--- src/hw/rtl/rtcs_pkg.sv ---
// Shared types, codes and result builders for the RTC EEPROM commit sequencer.
package rtcs_pkg;

    localparam logic [2:0] REQ_UPDATE   = 3'd0;
    localparam logic [2:0] REQ_DONE     = 3'd1;
    localparam logic [2:0] REQ_INTR     = 3'd2;
    localparam logic [2:0] REQ_PERIODIC = 3'd3;
    localparam logic [2:0] REQ_INIT     = 3'd4;

    localparam logic [2:0] ACT_NONE  = 3'd0;
    localparam logic [2:0] ACT_READ  = 3'd1;
    localparam logic [2:0] ACT_WRITE = 3'd2;
    localparam logic [2:0] ACT_DELAY = 3'd3;
    localparam logic [2:0] ACT_REPLY = 3'd4;
    localparam logic [2:0] ACT_ALARM = 3'd5;

    localparam logic [1:0] RST_OK   = 2'd0;
    localparam logic [1:0] RST_BUSY = 2'd1;
    localparam logic [1:0] RST_FAIL = 2'd2;

    localparam logic [7:0] STATUS_ADDR = 8'd14;
    localparam logic [7:0] CTRL1_ADDR  = 8'd15;
    localparam logic [7:0] BACKUP_ADDR = 8'd55;
    localparam logic [7:0] EECMD_ADDR  = 8'd39;

    localparam logic [1:0] ONE_BYTE   = 2'd1;
    localparam logic [1:0] CNT_TRIPLE = 2'd3;

    localparam logic [7:0] M_EEBUSY = 8'h80;
    localparam logic [7:0] M_UF     = 8'h10;
    localparam logic [7:0] M_EERD   = 8'h08;
    localparam logic [7:0] M_USEL   = 8'h10;
    localparam logic [7:0] M_UIE    = 8'h20;
    localparam logic [7:0] M_TCE    = 8'h20;
    localparam logic [7:0] M_FEDE   = 8'h10;

    localparam logic [7:0] CMD_FIRST  = 8'h00;
    localparam logic [7:0] CMD_UPDATE = 8'h11;

    localparam logic [7:0] MODE_OFF    = 8'd0;
    localparam logic [7:0] MODE_MINUTE = 8'd2;

    typedef struct packed {
        logic [2:0] req_type;
        logic       done_ok;
        logic [7:0] read_byte0;
        logic [7:0] read_byte1;
        logic [7:0] read_byte2;
        logic [7:0] requester;
        logic [7:0] periodic_mode;
        logic [7:0] periodic_dest;
        logic       int_pin_low;
    } item_t;

    typedef struct packed {
        logic [2:0] action;
        logic [7:0] reg_addr;
        logic [1:0] byte_count;
        logic [7:0] wdata0;
        logic [7:0] wdata1;
        logic [7:0] wdata2;
        logic [7:0] dest;
        logic [1:0] reply_status;
        logic       irq_enable;
        logic       last;
    } res_t;

    typedef struct packed {
        res_t       r0;
        res_t       r1;
        logic [1:0] cnt;
    } pair_t;

    function automatic res_t mk_res(input logic [2:0] action, input logic [7:0] addr,
                                    input logic [1:0] cnt, input logic [7:0] w0,
                                    input logic [7:0] w1, input logic [7:0] w2,
                                    input logic [7:0] dst, input logic [1:0] st,
                                    input logic irq);
        res_t r;
        r.action       = action;
        r.reg_addr     = addr;
        r.byte_count   = cnt;
        r.wdata0       = w0;
        r.wdata1       = w1;
        r.wdata2       = w2;
        r.dest         = dst;
        r.reply_status = st;
        r.irq_enable   = irq;
        r.last         = 1'b0;
        return r;
    endfunction

    function automatic res_t bus_read(input logic [7:0] addr, input logic [1:0] cnt);
        return mk_res(ACT_READ, addr, cnt, 8'd0, 8'd0, 8'd0, 8'd0, RST_OK, 1'b0);
    endfunction

    function automatic res_t bus_write1(input logic [7:0] addr, input logic [7:0] b);
        return mk_res(ACT_WRITE, addr, ONE_BYTE, b, 8'd0, 8'd0, 8'd0, RST_OK, 1'b0);
    endfunction

    function automatic res_t start_delay();
        return mk_res(ACT_DELAY, 8'd0, 2'd0, 8'd0, 8'd0, 8'd0, 8'd0, RST_OK, 1'b0);
    endfunction

    function automatic res_t send_reply(input logic [7:0] dst, input logic [1:0] st);
        return mk_res(ACT_REPLY, 8'd0, 2'd0, 8'd0, 8'd0, 8'd0, dst, st, 1'b0);
    endfunction

    function automatic res_t serve_intr(input logic [7:0] alarm_dest);
        if (alarm_dest != 8'd0) begin
            return mk_res(ACT_ALARM, 8'd0, 2'd0, 8'd0, 8'd0, 8'd0, alarm_dest, RST_OK, 1'b1);
        end
        return mk_res(ACT_NONE, 8'd0, 2'd0, 8'd0, 8'd0, 8'd0, 8'd0, RST_OK, 1'b1);
    endfunction

endpackage

--- src/hw/rtl/rtcs_seq.sv ---
// Sequencer state and next-state logic producing up to two results per word.
module rtcs_seq (
    input  logic               aclk,
    input  logic               aresetn,
    input  logic               fire,
    input  rtcs_pkg::item_t    item,
    output rtcs_pkg::pair_t    pair
);

    localparam logic [3:0] S_IDLE        = 4'd0;
    localparam logic [3:0] S_WAIT        = 4'd1;
    localparam logic [3:0] S_RD_BUSY     = 4'd2;
    localparam logic [3:0] S_RD_BACKUP   = 4'd3;
    localparam logic [3:0] S_RD_CTL1     = 4'd4;
    localparam logic [3:0] S_WR_EERD     = 4'd5;
    localparam logic [3:0] S_WR_FIRST    = 4'd6;
    localparam logic [3:0] S_WR_BACKUP   = 4'd7;
    localparam logic [3:0] S_WR_UPDATE   = 4'd8;
    localparam logic [3:0] S_UPD_DELAY   = 4'd9;
    localparam logic [3:0] S_RD_PERIODIC = 4'd10;

    logic [3:0] state_reg, state_next;
    logic       pending_reg, pending_next;
    logic       per_on_reg, per_on_next;
    logic       per_min_reg, per_min_next;
    logic [7:0] ctl1_reg, ctl1_next;
    logic [7:0] bkup_reg, bkup_next;
    logic [7:0] reply_dest_reg, reply_dest_next;
    logic [7:0] alarm_dest_reg, alarm_dest_next;

    logic [3:0]      st_eff;
    logic            busy;
    logic            pv;
    logic            sv;
    rtcs_pkg::res_t  pres;
    rtcs_pkg::res_t  sres;
    logic [7:0]      nb;

    always_comb begin
        st_eff          = (state_reg > S_RD_PERIODIC) ? S_IDLE : state_reg;
        busy            = (st_eff != S_IDLE);
        state_next      = st_eff;
        pending_next    = pending_reg;
        per_on_next     = per_on_reg;
        per_min_next    = per_min_reg;
        ctl1_next       = ctl1_reg;
        bkup_next       = bkup_reg;
        reply_dest_next = reply_dest_reg;
        alarm_dest_next = alarm_dest_reg;
        pv              = 1'b0;
        sv              = 1'b0;
        pres            = rtcs_pkg::start_delay();
        nb              = 8'd0;
        unique case (item.req_type)
            rtcs_pkg::REQ_UPDATE: begin
                pv = 1'b1;
                if (!busy) begin
                    reply_dest_next = item.requester;
                    state_next      = S_RD_BUSY;
                    pres = rtcs_pkg::bus_read(rtcs_pkg::STATUS_ADDR, rtcs_pkg::CNT_TRIPLE);
                end else begin
                    pres = rtcs_pkg::send_reply(item.requester, rtcs_pkg::RST_BUSY);
                end
            end
            rtcs_pkg::REQ_DONE: begin
                pv = 1'b1;
                if (busy && item.done_ok) begin
                    unique case (st_eff)
                        S_WAIT: begin
                            state_next = S_RD_BUSY;
                            pres = rtcs_pkg::bus_read(rtcs_pkg::STATUS_ADDR,
                                                      rtcs_pkg::CNT_TRIPLE);
                        end
                        S_RD_BUSY: begin
                            ctl1_next = item.read_byte1;
                            if ((item.read_byte0 & rtcs_pkg::M_EEBUSY) != 8'd0) begin
                                state_next = S_WAIT;
                                pres       = rtcs_pkg::start_delay();
                            end else begin
                                state_next = S_RD_BACKUP;
                                pres = rtcs_pkg::bus_read(rtcs_pkg::BACKUP_ADDR,
                                                          rtcs_pkg::ONE_BYTE);
                            end
                        end
                        S_RD_BACKUP: begin
                            bkup_next  = item.read_byte0;
                            state_next = S_RD_CTL1;
                            pres = rtcs_pkg::bus_read(rtcs_pkg::CTRL1_ADDR, rtcs_pkg::ONE_BYTE);
                        end
                        S_RD_CTL1: begin
                            nb         = item.read_byte0 | rtcs_pkg::M_EERD;
                            ctl1_next  = nb;
                            state_next = S_WR_EERD;
                            pres       = rtcs_pkg::bus_write1(rtcs_pkg::CTRL1_ADDR, nb);
                        end
                        S_WR_EERD: begin
                            if ((bkup_reg & rtcs_pkg::M_TCE) != 8'd0
                                    || (bkup_reg & rtcs_pkg::M_FEDE) == 8'd0) begin
                                state_next = S_WR_FIRST;
                            end else begin
                                state_next = S_WR_BACKUP;
                            end
                            pres = rtcs_pkg::bus_write1(rtcs_pkg::EECMD_ADDR,
                                                        rtcs_pkg::CMD_FIRST);
                        end
                        S_WR_FIRST: begin
                            nb         = (bkup_reg & ~rtcs_pkg::M_TCE) | rtcs_pkg::M_FEDE;
                            bkup_next  = nb;
                            state_next = S_WR_BACKUP;
                            pres       = rtcs_pkg::bus_write1(rtcs_pkg::BACKUP_ADDR, nb);
                        end
                        S_WR_BACKUP: begin
                            state_next = S_WR_UPDATE;
                            pres = rtcs_pkg::bus_write1(rtcs_pkg::EECMD_ADDR,
                                                        rtcs_pkg::CMD_UPDATE);
                        end
                        S_WR_UPDATE: begin
                            state_next = S_UPD_DELAY;
                            pres       = rtcs_pkg::start_delay();
                        end
                        S_UPD_DELAY: begin
                            nb         = ctl1_reg & ~rtcs_pkg::M_EERD;
                            ctl1_next  = nb;
                            state_next = S_IDLE;
                            pres       = rtcs_pkg::bus_write1(rtcs_pkg::CTRL1_ADDR, nb);
                        end
                        S_RD_PERIODIC: begin
                            state_next = S_IDLE;
                            pres = rtcs_pkg::mk_res(rtcs_pkg::ACT_WRITE, rtcs_pkg::STATUS_ADDR,
                                rtcs_pkg::CNT_TRIPLE,
                                item.read_byte0 & ~rtcs_pkg::M_UF,
                                per_min_reg ? (item.read_byte1 | rtcs_pkg::M_USEL)
                                            : (item.read_byte1 & ~rtcs_pkg::M_USEL),
                                per_on_reg ? (item.read_byte2 | rtcs_pkg::M_UIE)
                                           : (item.read_byte2 & ~rtcs_pkg::M_UIE),
                                8'd0, rtcs_pkg::RST_OK, 1'b1);
                        end
                        default: begin
                            pv         = 1'b0;
                            state_next = S_IDLE;
                        end
                    endcase
                end else begin
                    state_next      = S_IDLE;
                    pres = rtcs_pkg::send_reply(reply_dest_reg,
                        item.done_ok ? rtcs_pkg::RST_OK : rtcs_pkg::RST_FAIL);
                    reply_dest_next = 8'd0;
                end
                if (state_next == S_IDLE && pending_reg) begin
                    sv = 1'b1;
                end
            end
            rtcs_pkg::REQ_INTR: begin
                if (busy) begin
                    pending_next = 1'b1;
                end else begin
                    sv = 1'b1;
                end
            end
            rtcs_pkg::REQ_PERIODIC: begin
                pv = 1'b1;
                if (busy) begin
                    pres = rtcs_pkg::send_reply(item.requester, rtcs_pkg::RST_BUSY);
                end else begin
                    per_on_next     = (item.periodic_mode != rtcs_pkg::MODE_OFF);
                    per_min_next    = (item.periodic_mode == rtcs_pkg::MODE_MINUTE);
                    alarm_dest_next = item.periodic_dest;
                    reply_dest_next = item.requester;
                    state_next      = S_RD_PERIODIC;
                    pres = rtcs_pkg::bus_read(rtcs_pkg::STATUS_ADDR, rtcs_pkg::CNT_TRIPLE);
                end
            end
            rtcs_pkg::REQ_INIT: begin
                pv   = 1'b1;
                pres = rtcs_pkg::send_reply(item.requester, rtcs_pkg::RST_OK);
                sv   = item.int_pin_low;
            end
            default: begin
                pv = 1'b0;
            end
        endcase
        if (sv) begin
            pending_next = 1'b0;
        end
        sres = rtcs_pkg::serve_intr(alarm_dest_reg);
    end

    always_comb begin
        pair.r0 = pv ? pres : sres;
        pair.r1 = sres;
        pair.cnt = {1'b0, pv} + {1'b0, sv};
        pair.r0.last = !(pv && sv);
        pair.r1.last = 1'b1;
    end

    always_ff @(posedge aclk) begin
        if (!aresetn) begin
            state_reg      <= S_IDLE;
            pending_reg    <= 1'b0;
            per_on_reg     <= 1'b0;
            per_min_reg    <= 1'b0;
            ctl1_reg       <= 8'd0;
            bkup_reg       <= 8'd0;
            reply_dest_reg <= 8'd0;
            alarm_dest_reg <= 8'd0;
        end else if (fire) begin
            state_reg      <= state_next;
            pending_reg    <= pending_next;
            per_on_reg     <= per_on_next;
            per_min_reg    <= per_min_next;
            ctl1_reg       <= ctl1_next;
            bkup_reg       <= bkup_next;
            reply_dest_reg <= reply_dest_next;
            alarm_dest_reg <= alarm_dest_next;
        end
    end

endmodule

--- src/hw/rtl/rtcs_out.sv ---
// Result register holding one or two results and handing them out in order.
module rtcs_out (
    input  logic              aclk,
    input  logic              aresetn,
    input  logic              load,
    input  rtcs_pkg::pair_t   pair,
    output logic              free,
    input  logic              m_tready,
    output logic              m_tvalid,
    output rtcs_pkg::res_t    res
);

    rtcs_pkg::pair_t pair_reg;
    logic            valid_reg;
    logic            idx_reg;
    logic            take;
    logic            last_beat;

    assign take      = valid_reg && m_tready;
    assign last_beat = idx_reg || (pair_reg.cnt == 2'd1);
    assign free      = !valid_reg || (take && last_beat);
    assign m_tvalid  = valid_reg;
    assign res       = idx_reg ? pair_reg.r1 : pair_reg.r0;

    always_ff @(posedge aclk) begin
        if (load && free && pair.cnt != 2'd0) begin
            pair_reg <= pair;
        end
    end

    always_ff @(posedge aclk) begin
        if (!aresetn) begin
            valid_reg <= 1'b0;
            idx_reg   <= 1'b0;
        end else if (load && free && pair.cnt != 2'd0) begin
            valid_reg <= 1'b1;
            idx_reg   <= 1'b0;
        end else if (take && last_beat) begin
            valid_reg <= 1'b0;
            idx_reg   <= 1'b0;
        end else if (take) begin
            idx_reg   <= 1'b1;
        end
    end

endmodule

--- src/hw/rtl/rtc_eeprom_commit_sequencer_core.sv ---
// Top level of the RTC EEPROM commit sequencer: input register, sequencer, result register.
//
//  port group  dir  tdata / tuser               tlast
//  s_*         in   request word, req_type      -
//  m_*         out  result word, action         last result of a request
//
//  A request word is registered, decoded combinationally and its results written to
//  the result register; one word per cycle while each word yields at most one result.
//  A word with two results holds the result register for two output beats.
//  Synchronous active-low reset clears the sequencer to idle and empties both registers.
//  A stalled m_tready holds the result register; s_tready drops only when both are full.
module rtc_eeprom_commit_sequencer_core (
    input  logic        aclk,
    input  logic        aresetn,
    input  logic        s_tvalid,
    output logic        s_tready,
    // done_ok[0], read_byte0[8:1], read_byte1[16:9], read_byte2[24:17],
    // requester[32:25], periodic_mode[40:33], periodic_dest[48:41], int_pin_low[49]
    input  logic [55:0] s_tdata,
    // req_type[2:0]
    input  logic [2:0]  s_tuser,
    output logic        m_tvalid,
    input  logic        m_tready,
    // reg_addr[7:0], byte_count[9:8], wdata0[17:10], wdata1[25:18], wdata2[33:26],
    // dest[41:34], reply_status[43:42], irq_enable[44]
    output logic [47:0] m_tdata,
    // action[2:0]
    output logic [2:0]  m_tuser,
    output logic        m_tlast
);

    rtcs_pkg::item_t item_reg;
    logic            in_v_reg;
    logic            fire;
    logic            free;
    rtcs_pkg::pair_t pair;
    rtcs_pkg::res_t  res;

    assign fire     = in_v_reg && (pair.cnt == 2'd0 || free);
    assign s_tready = !in_v_reg || fire;

    always_ff @(posedge aclk) begin
        if (s_tvalid && s_tready) begin
            item_reg.req_type      <= s_tuser;
            item_reg.done_ok       <= s_tdata[0];
            item_reg.read_byte0    <= s_tdata[8:1];
            item_reg.read_byte1    <= s_tdata[16:9];
            item_reg.read_byte2    <= s_tdata[24:17];
            item_reg.requester     <= s_tdata[32:25];
            item_reg.periodic_mode <= s_tdata[40:33];
            item_reg.periodic_dest <= s_tdata[48:41];
            item_reg.int_pin_low   <= s_tdata[49];
        end
    end

    always_ff @(posedge aclk) begin
        if (!aresetn) begin
            in_v_reg <= 1'b0;
        end else if (s_tready) begin
            in_v_reg <= s_tvalid;
        end
    end

    rtcs_seq u_seq (
        .aclk    (aclk),
        .aresetn (aresetn),
        .fire    (fire),
        .item    (item_reg),
        .pair    (pair)
    );

    rtcs_out u_out (
        .aclk     (aclk),
        .aresetn  (aresetn),
        .load     (fire),
        .pair     (pair),
        .free     (free),
        .m_tready (m_tready),
        .m_tvalid (m_tvalid),
        .res      (res)
    );

    assign m_tdata = {3'd0, res.irq_enable, res.reply_status, res.dest, res.wdata2,
                      res.wdata1, res.wdata0, res.byte_count, res.reg_addr};
    assign m_tuser = res.action;
    assign m_tlast = res.last;

endmodule
--- config.mk ---
export PLATFORM = sky130hd
export DESIGN_NAME = rtc_eeprom_commit_sequencer_core
export DESIGN_NICKNAME = d
export VERILOG_FILES = /design/src/hw/rtl/rtcs_pkg.sv /design/src/hw/rtl/rtcs_seq.sv /design/src/hw/rtl/rtcs_out.sv /design/src/hw/rtl/rtc_eeprom_commit_sequencer_core.sv
export SDC_FILE = /design/constraint.sdc
export NUM_CORES = 1
export LEC_CHECK = 0
export BUFFER_PORTS_ARGS = -buffer_cell sky130_fd_sc_hd__buf_2
export CAP_MARGIN = 15
export CORE_ASPECT_RATIO = 0.8
export CORE_MARGIN = 10
export CORE_UTILIZATION = 60
export CTS_CLUSTER_DIAMETER = 60
export DETAILED_ROUTE_END_ITERATION = 10
export GPL_ROUTABILITY_DRIVEN = 0
export HOLD_SLACK_MARGIN = 0.15
export PLACE_DENSITY = 0.92
export SETUP_SLACK_MARGIN = 0.5
export SLEW_MARGIN = 25
export SYNTH_ARGS = -nofsm -noshare
export SYNTH_HDL_FRONTEND = slang
export SYNTH_SLANG_ARGS = --single-unit
export TNS_END_PERCENT = 10
--- constraint.sdc ---
create_clock -name aclk -period 8.2 [get_ports aclk]
set_input_delay 0.82 -clock aclk [delete_from_list [all_inputs] [get_ports aclk]]
set_output_delay 0.82 -clock aclk [all_outputs]
set_load 0.005 [all_outputs]
---- Yosys cells after proc, flatten, opt, wreduce, memory -nomap -nowiden ----
Cells that the tools add are included.
W data, S select, Z words.
storage, ports and cells
  logic and storage cells ................. 144
  output and inout port bits .............. 54
  input bits .............................. 63
  register bits ........................... 193
cells by class
  bitwise logic cells ..................... 4
  $lt $le $gt $ge ......................... 1
  $add $sub $neg .......................... 1
  equal/unequal tests ..................... 18
  muxes and demuxes ....................... 38
  reduce and logical (&&, ||, !) cells .... 41
operators by type and width
  cell                  count
  $pmux W48 S9          1
  $mux W49              6
  $pmux W49 S3          1
  $mux W48              1
  $pmux W4 S8           1
  $pmux W8 S2           2
  $pmux W8 S3           1
  $mux W4               5
  $eq A4 B3 Y1 const B  4
  $mux W8               2
  $reduce_bool A8 Y1    2
  $reduce_bool A2 Y1    7
  $eq A4 B4 Y1 const B  3
  $pmux W4 S3           1
  $mux W1               11
  $reduce_and A5 Y1     2
  $reduce_or A10 Y1     1
  $logic_and A1 B1 Y1   9
  $eq A4 B2 Y1 const B  2
  $eq A8 B2 Y1 const B  1
  $logic_not A8 Y1      1
  $reduce_and A4 Y1     2
  $eq A3 B2 Y1 const B  2
  $mux W6               1
  other kinds (21)      34

---- Logic depth before layout (Yosys ltp) ----
  word-level depth ........................ 17
  mapped depth ............................ 12
  gate-level depth less buffers ........... 10

---- Cells and area by module ----
Synthesis repeated with hierarchy kept, for this count alone.
second synthesis, totals
  cell total of the unflattened synthesis .. 639
  area, all modules ....................... 8828.5 um^2
by module, submodules not included
  module                            area an instance (um^2)  seq. area each (um^2)  instances  cells an instance
  rtcs_out                          3962.6                   3042.9                 1          168
  rtcs_seq                          3181.8                   760.7                  1          407
  rtc_eeprom_commit_sequencer_core  1684.1                   1611.5                 1          64

---- Least setup slack after synthesis ----
No wires, ideal clock.
  kind .................................... register -> register
  from .................................... register item_reg[51] (netlist name)
  to ...................................... register u_out.pair_reg[0] (netlist name) (enable)
  required time ........................... 7.712 ns
  buffers on the path ..................... 1
  data arrival time ....................... 4.322 ns
  library setup time ...................... 0.488 ns
  period minus slack after synthesis ...... 4.810 ns
  stages on the path, launching flop included .. 8
  setup slack ............................. 3.390 ns
  cell sequence ........................... edfxtp_1 > buf_2 > nor3b_4 > o311ai_0 > o22a_1 > ha_1 > nand2b_1 > a21oi_1
between the ends
  cells in the longest elaborated chain, start to end .. 9
  elaborated cells on any way between the ends .. 15
  those cells by class .................... 1 x add/sub; 4 x eq/ne; 2 x mux; 8 x reduce/logical
ends and longest elaborated chain
  what                                  line                                    RTL
  from (decl)                           rtc_eeprom_commit_sequencer_core.sv:32  rtcs_pkg::item_t item_reg;
  $eq A3 B3 Y1 (tied with other cells)  rtcs_seq.sv:54                          unique case (item.req_type)
  $reduce_or A3 Y1 (no source line)     n/a
  $pmux W1 S2                           rtcs_seq.sv:54
  $add A1 B1 Y2 (*)                     rtcs_seq.sv:191                         pair.cnt = {1'b0, pv} + {1'b0, sv};
  $logic_not A2 Y1                      rtc_eeprom_commit_sequencer_core.sv:39  assign fire = in_v_reg && (pair.cnt == 2'd0 || free);
  $logic_or A1 B1 Y1                    rtc_eeprom_commit_sequencer_core.sv:39
  $logic_and A1 B1 Y1                   rtc_eeprom_commit_sequencer_core.sv:39
  $logic_and A1 B1 Y1                   rtcs_out.sv:26                          if (load && free && pair.cnt != 2'd0) begin
  $logic_and A1 B1 Y1 (*)               rtcs_out.sv:26
  to (signal assigned)                  rtcs_out.sv:27                          pair_reg <= pair;
  to (decl)                             rtcs_out.sv:13                          rtcs_pkg::pair_t pair_reg;
Mark *: on every way between the ends. The rest lies on a longest branch, timed or not.
A chain may end at the register's enable or synchronous reset.

---- Worst setup path after layout ----
  from .................................... register u_seq.state_reg[0]
  to ...................................... output port s_tready
between the ends
  cells in the longest elaborated chain, start to end .. 15
  elaborated cells on any way between the ends .. 31
  those cells by class .................... 1 x add/sub; 1 x order compare; 10 x eq/ne; 10 x mux; 9 x reduce/logical
ends and longest elaborated chain
  what                                                       line                                    RTL
  from (decl)                                                rtcs_seq.sv:22                          logic [3:0] state_reg, state_next;
  from (signal assigned)                                     rtcs_seq.sv:207                         state_reg <= state_next;
  $gt A4 B4 Y1                                               rtcs_seq.sv:40                          st_eff = (state_reg > S_RD_PERIODIC) ? S_IDLE : state_reg;
  $mux W4 (*)                                                rtcs_seq.sv:40
  $eq A4 B4 Y1 (tied with other cells)                       rtcs_seq.sv:68                          unique case (st_eff)
  $pmux W4 S8 / $logic_and A1 B1 Y1 (equally long branches)  rtcs_seq.sv:68, rtcs_seq.sv:67
  $mux W4                                                    rtcs_seq.sv:67                          if (busy && item.done_ok) begin
  $mux W4                                                    rtcs_seq.sv:54
  $logic_not A4 Y1                                           rtcs_seq.sv:149                         if (state_next == S_IDLE && pending_reg) begin
  $logic_and A1 B1 Y1                                        rtcs_seq.sv:149
  $mux W1                                                    rtcs_seq.sv:149
  $pmux W1 S3                                                rtcs_seq.sv:54
  $add A1 B1 Y2 (*)                                          rtcs_seq.sv:191
  $logic_not A2 Y1 (*)                                       rtc_eeprom_commit_sequencer_core.sv:39
  $logic_or A1 B1 Y1 (*)                                     rtc_eeprom_commit_sequencer_core.sv:39
  $logic_and A1 B1 Y1 (*)                                    rtc_eeprom_commit_sequencer_core.sv:39
  $logic_or A1 B1 Y1 (*)                                     rtc_eeprom_commit_sequencer_core.sv:40  assign s_tready = !in_v_reg || fire;
  to (decl)                                                  rtc_eeprom_commit_sequencer_core.sv:16  output logic s_tready,
Mark *: on every way between the ends. The rest lies on a longest branch, timed or not. The select of a mux whose other input is x is not followed.

==> impl_metrics.env <==
export IMPL_io_buffers=104
export IMPL_drt_wirelength_per_cell_um=19.1
export IMPL_fin_nets=741
export IMPL_first_global_vias=4940
export IMPL_postSynth_asyncResetShare_pct=0
export IMPL_utilization_pct=71.5
export IMPL_rsz0062_at_grt="no"
export IMPL_synthTopCellsByCount="108 x edfxtp_1, 62 x nand2_1, 41 x dfxtp_1, 41 x nor2b_1"
export IMPL_worstHoldPathCells=2
export IMPL_yosysWarningCount=0
export IMPL_outcome="completed"
export IMPL_fin_skew_ns=0.00841
export IMPL_grt_max_degree=61
export IMPL_layout_drive_gt1_share_pct=24.5
export IMPL_die_w_um=138
export IMPL_report_final_slew_viol_count=0
export IMPL_cts_max_level=4
export IMPL_hold_start="item_reg[8]$_DFFE_PP_"
export IMPL_cp_required_ns=7.38
export IMPL_ctsHoldBuffers=0
export IMPL_synth_edff_count=108
export IMPL_antenna_found_initial=1
export IMPL_first_pass_iters=9
export IMPL_crit_fanout=30
export IMPL_avgSynthCellArea_sq_um=11.3
export IMPL_syn2layout_area_growth_pct=16.3
export IMPL_grt_usage_pct=20.0
export IMPL_num_rows=34
export IMPL_via_count=5056
export IMPL_fmax_ghz=0.233
export IMPL_tightestPinTransition_ns=1.01
export IMPL_hold_path_class="register to register"
export IMPL_rr_endpoint="u_seq.reply_dest_reg[2]$_SDFFE_PN0P_"
export IMPL_post_synth_top_count_cell="edfxtp_1"
export IMPL_cts_tree="yes"
export IMPL_cts_sinks=149
export IMPL_antenna_left=0
export IMPL_cts_root_buf="clkbuf_16"
export IMPL_wirelength_um=16000
export IMPL_setup_viol=0
export IMPL_cp_data_arrival_time_ns=3.46
export IMPL_reg2reg_slack_ns=4.23
export IMPL_synth_top_cell_area_share_pct=48.2
export IMPL_vias_per_cell=6.06
export IMPL_post_cts_setup_buffers=0
export IMPL_die_area_sq_mm=0.0159
export IMPL_core_sq_mm=0.0109
export IMPL_reg2reg_depth=10
export IMPL_synth_area_leaders="edfxtp_1 48%, dfxtp_1 12%, nor2b_1 3.8%, nand2_1 3.5%, o21ai_0 2.6%"
export IMPL_die_h_um=115
export IMPL_p_leak_nw=3.00
export IMPL_cap_violations=0
export IMPL_power_density_mw_per_mm2=217
export IMPL_fillerInstances=708
export IMPL_ys_ff_latch=149
export IMPL_netlist_area_sq_mm=0.00672
export IMPL_grt_pass1_wl_um=25600
export IMPL_start_util_pct=61.5
export IMPL_hold_end="u_seq.alarm_dest_reg[7]$_SDFFE_PN0P_"
export IMPL_drc=0
export IMPL_hold_violations=0
export IMPL_setup_tns_ns=0
export IMPL_synth_top_area_cell="edfxtp_1"
export IMPL_grt_ovfl_total=0
export IMPL_synth_ff_type="edfxtp_1"
export IMPL_cp_start_kind="register"
export IMPL_drtIter0Drc=853
export IMPL_ctsResizeCount=0
export IMPL_largest_reg_flops=56
export IMPL_ys_types=69
export IMPL_pin_count=117
export IMPL_ys_seq_area_share_pct=60.5
export IMPL_dp_hpwl_um=10600
export IMPL_clock_path_buffers=2
export IMPL_worstSetupPathType="register to primary output"
export IMPL_synth_cells=594
export IMPL_fin_crit_sh_pct=52.2
export IMPL_cts_buffers=17
export IMPL_end_kind="primary output"
export IMPL_r2r_start="u_seq.state_reg[0]$_SDFFE_PN0N_"
export IMPL_period_minus_slack_ns=4.28
export IMPL_path_clk_slew_ns=0.06
export IMPL_clock_latency_ns=0.42
export IMPL_relSlewSlack_pct=32.3
export IMPL_ir_drop_v=0.000245
-- critical path, stage by stage (launching register included) --
cell	delay (ns)
dfxtp_1	0.99
inv_1	0.36
o22ai_1	0.28
o311ai_0	0.16
o22a_1	0.29
ha_1	0.22
nand2b_1	0.23
nor2_1	0.33
inv_1	0.06
buf_2	0.13
-- per-stage QoR --
stage	area [sq um]	power, W	cells	hold slack, ns	setup WS [ns]
global route	7820	0.00175	834	0.477	3.75
global placement	7250	0.000975	801	0.438	4.48
detailed placement	7250	0.000982	801	0.440	4.41
finish	7820	0.00170	834	0.468	3.92
CTS	7820	0.00170	833	0.469	4.00
floorplan	6740	0.000939	598	0.429	3.39
-- power by group --
part	leakage (nW)	internal, W	switching, W
clock network	0.258	0.000433	0.000294
registers	1.39	0.000840	0.0000219
logic	1.35	0.0000442	0.0000649
-- how the worst max path moves through the flow --
stage | start | to | slack [ns] | cells after the start
floorplan | item_reg[51]$_DFFE_PP_ | u_out.pair_reg[0]$_DFFE_PP_ | 3.39 | 7
global placement | u_seq.state_reg[0]$_SDFFE_PN0N_ | u_seq.reply_dest_reg[2]$_SDFFE_PN0P_ | 4.48 | 10
detailed placement | u_seq.state_reg[0]$_SDFFE_PN0N_ | u_seq.reply_dest_reg[2]$_SDFFE_PN0P_ | 4.41 | 10
CTS | u_seq.state_reg[0]$_SDFFE_PN0N_ | s_tready | 4.00 | 9
global route | u_seq.state_reg[0]$_SDFFE_PN0N_ | s_tready | 3.75 | 9
finish | u_seq.state_reg[0]$_SDFFE_PN0N_ | s_tready | 3.92 | 9
-- routing by layer --
metal | share of wire [%] | vias to the layer above | global-route usage [%]
li1 | - | 2319 | -
met1 | 39 | 2323 | 25.0
met2 | 47 | 366 | 31.2
met3 | 12 | 48 | 6.92
met4 | 2.3 | 0 | 8.49
met5 | 0 | - | 0
-- kinds of logic after synthesis --
family | synth area share (%)
flops | 60.5
buf+inv | 4.58
fa+ha+maj | 0.372
mux | 2.53
compound gates | 13.0
xor+xnor | 0.521
other cells | 0.0558
simple gates | 18.5
-- placed cells by master, fill, tap and decap left out, types with 3 or more instances in the layout --
cell	instances
nor2b_1	40
and2_1	17
a22oi_1	5
edfxtp_1	108
nand2_1	62
dfxtp_1	40
a22o_1	8
nor3_1	7
a21oi_1	18
o32ai_1	4
buf_4	5
nand4_1	7
a21o_1	10
nor4_1	6
or3_1	3
mux2i_1	8
nand2b_1	8
mux2_2	8
inv_1	16
o21ai_0	35
clkinvlp_4	6
a31oi_1	3
conb_1	5
nor2_1	35
buf_2	104
a222oi_1	4
o22a_1	6
nand3_1	24
a211oi_1	5
clkbuf_16	17
o22ai_1	5
-- cell type report --
type | instances | area [sq um] | share of cell area [%]
clock inverter | 11 | 103 | 1.31
clock buffer | 21 | 460 | 5.89
tap | 144 | 180 | 2.30
inverter | 17 | 63.8 | 0.816
sequential | 149 | 4070 | 52.0
antenna | 1 | 2.50 | 0.0320
timing repair buffer | 109 | 558 | 7.14
multi-input combinational | 382 | 2380 | 30.5
(Power assumes the default switching activity.)
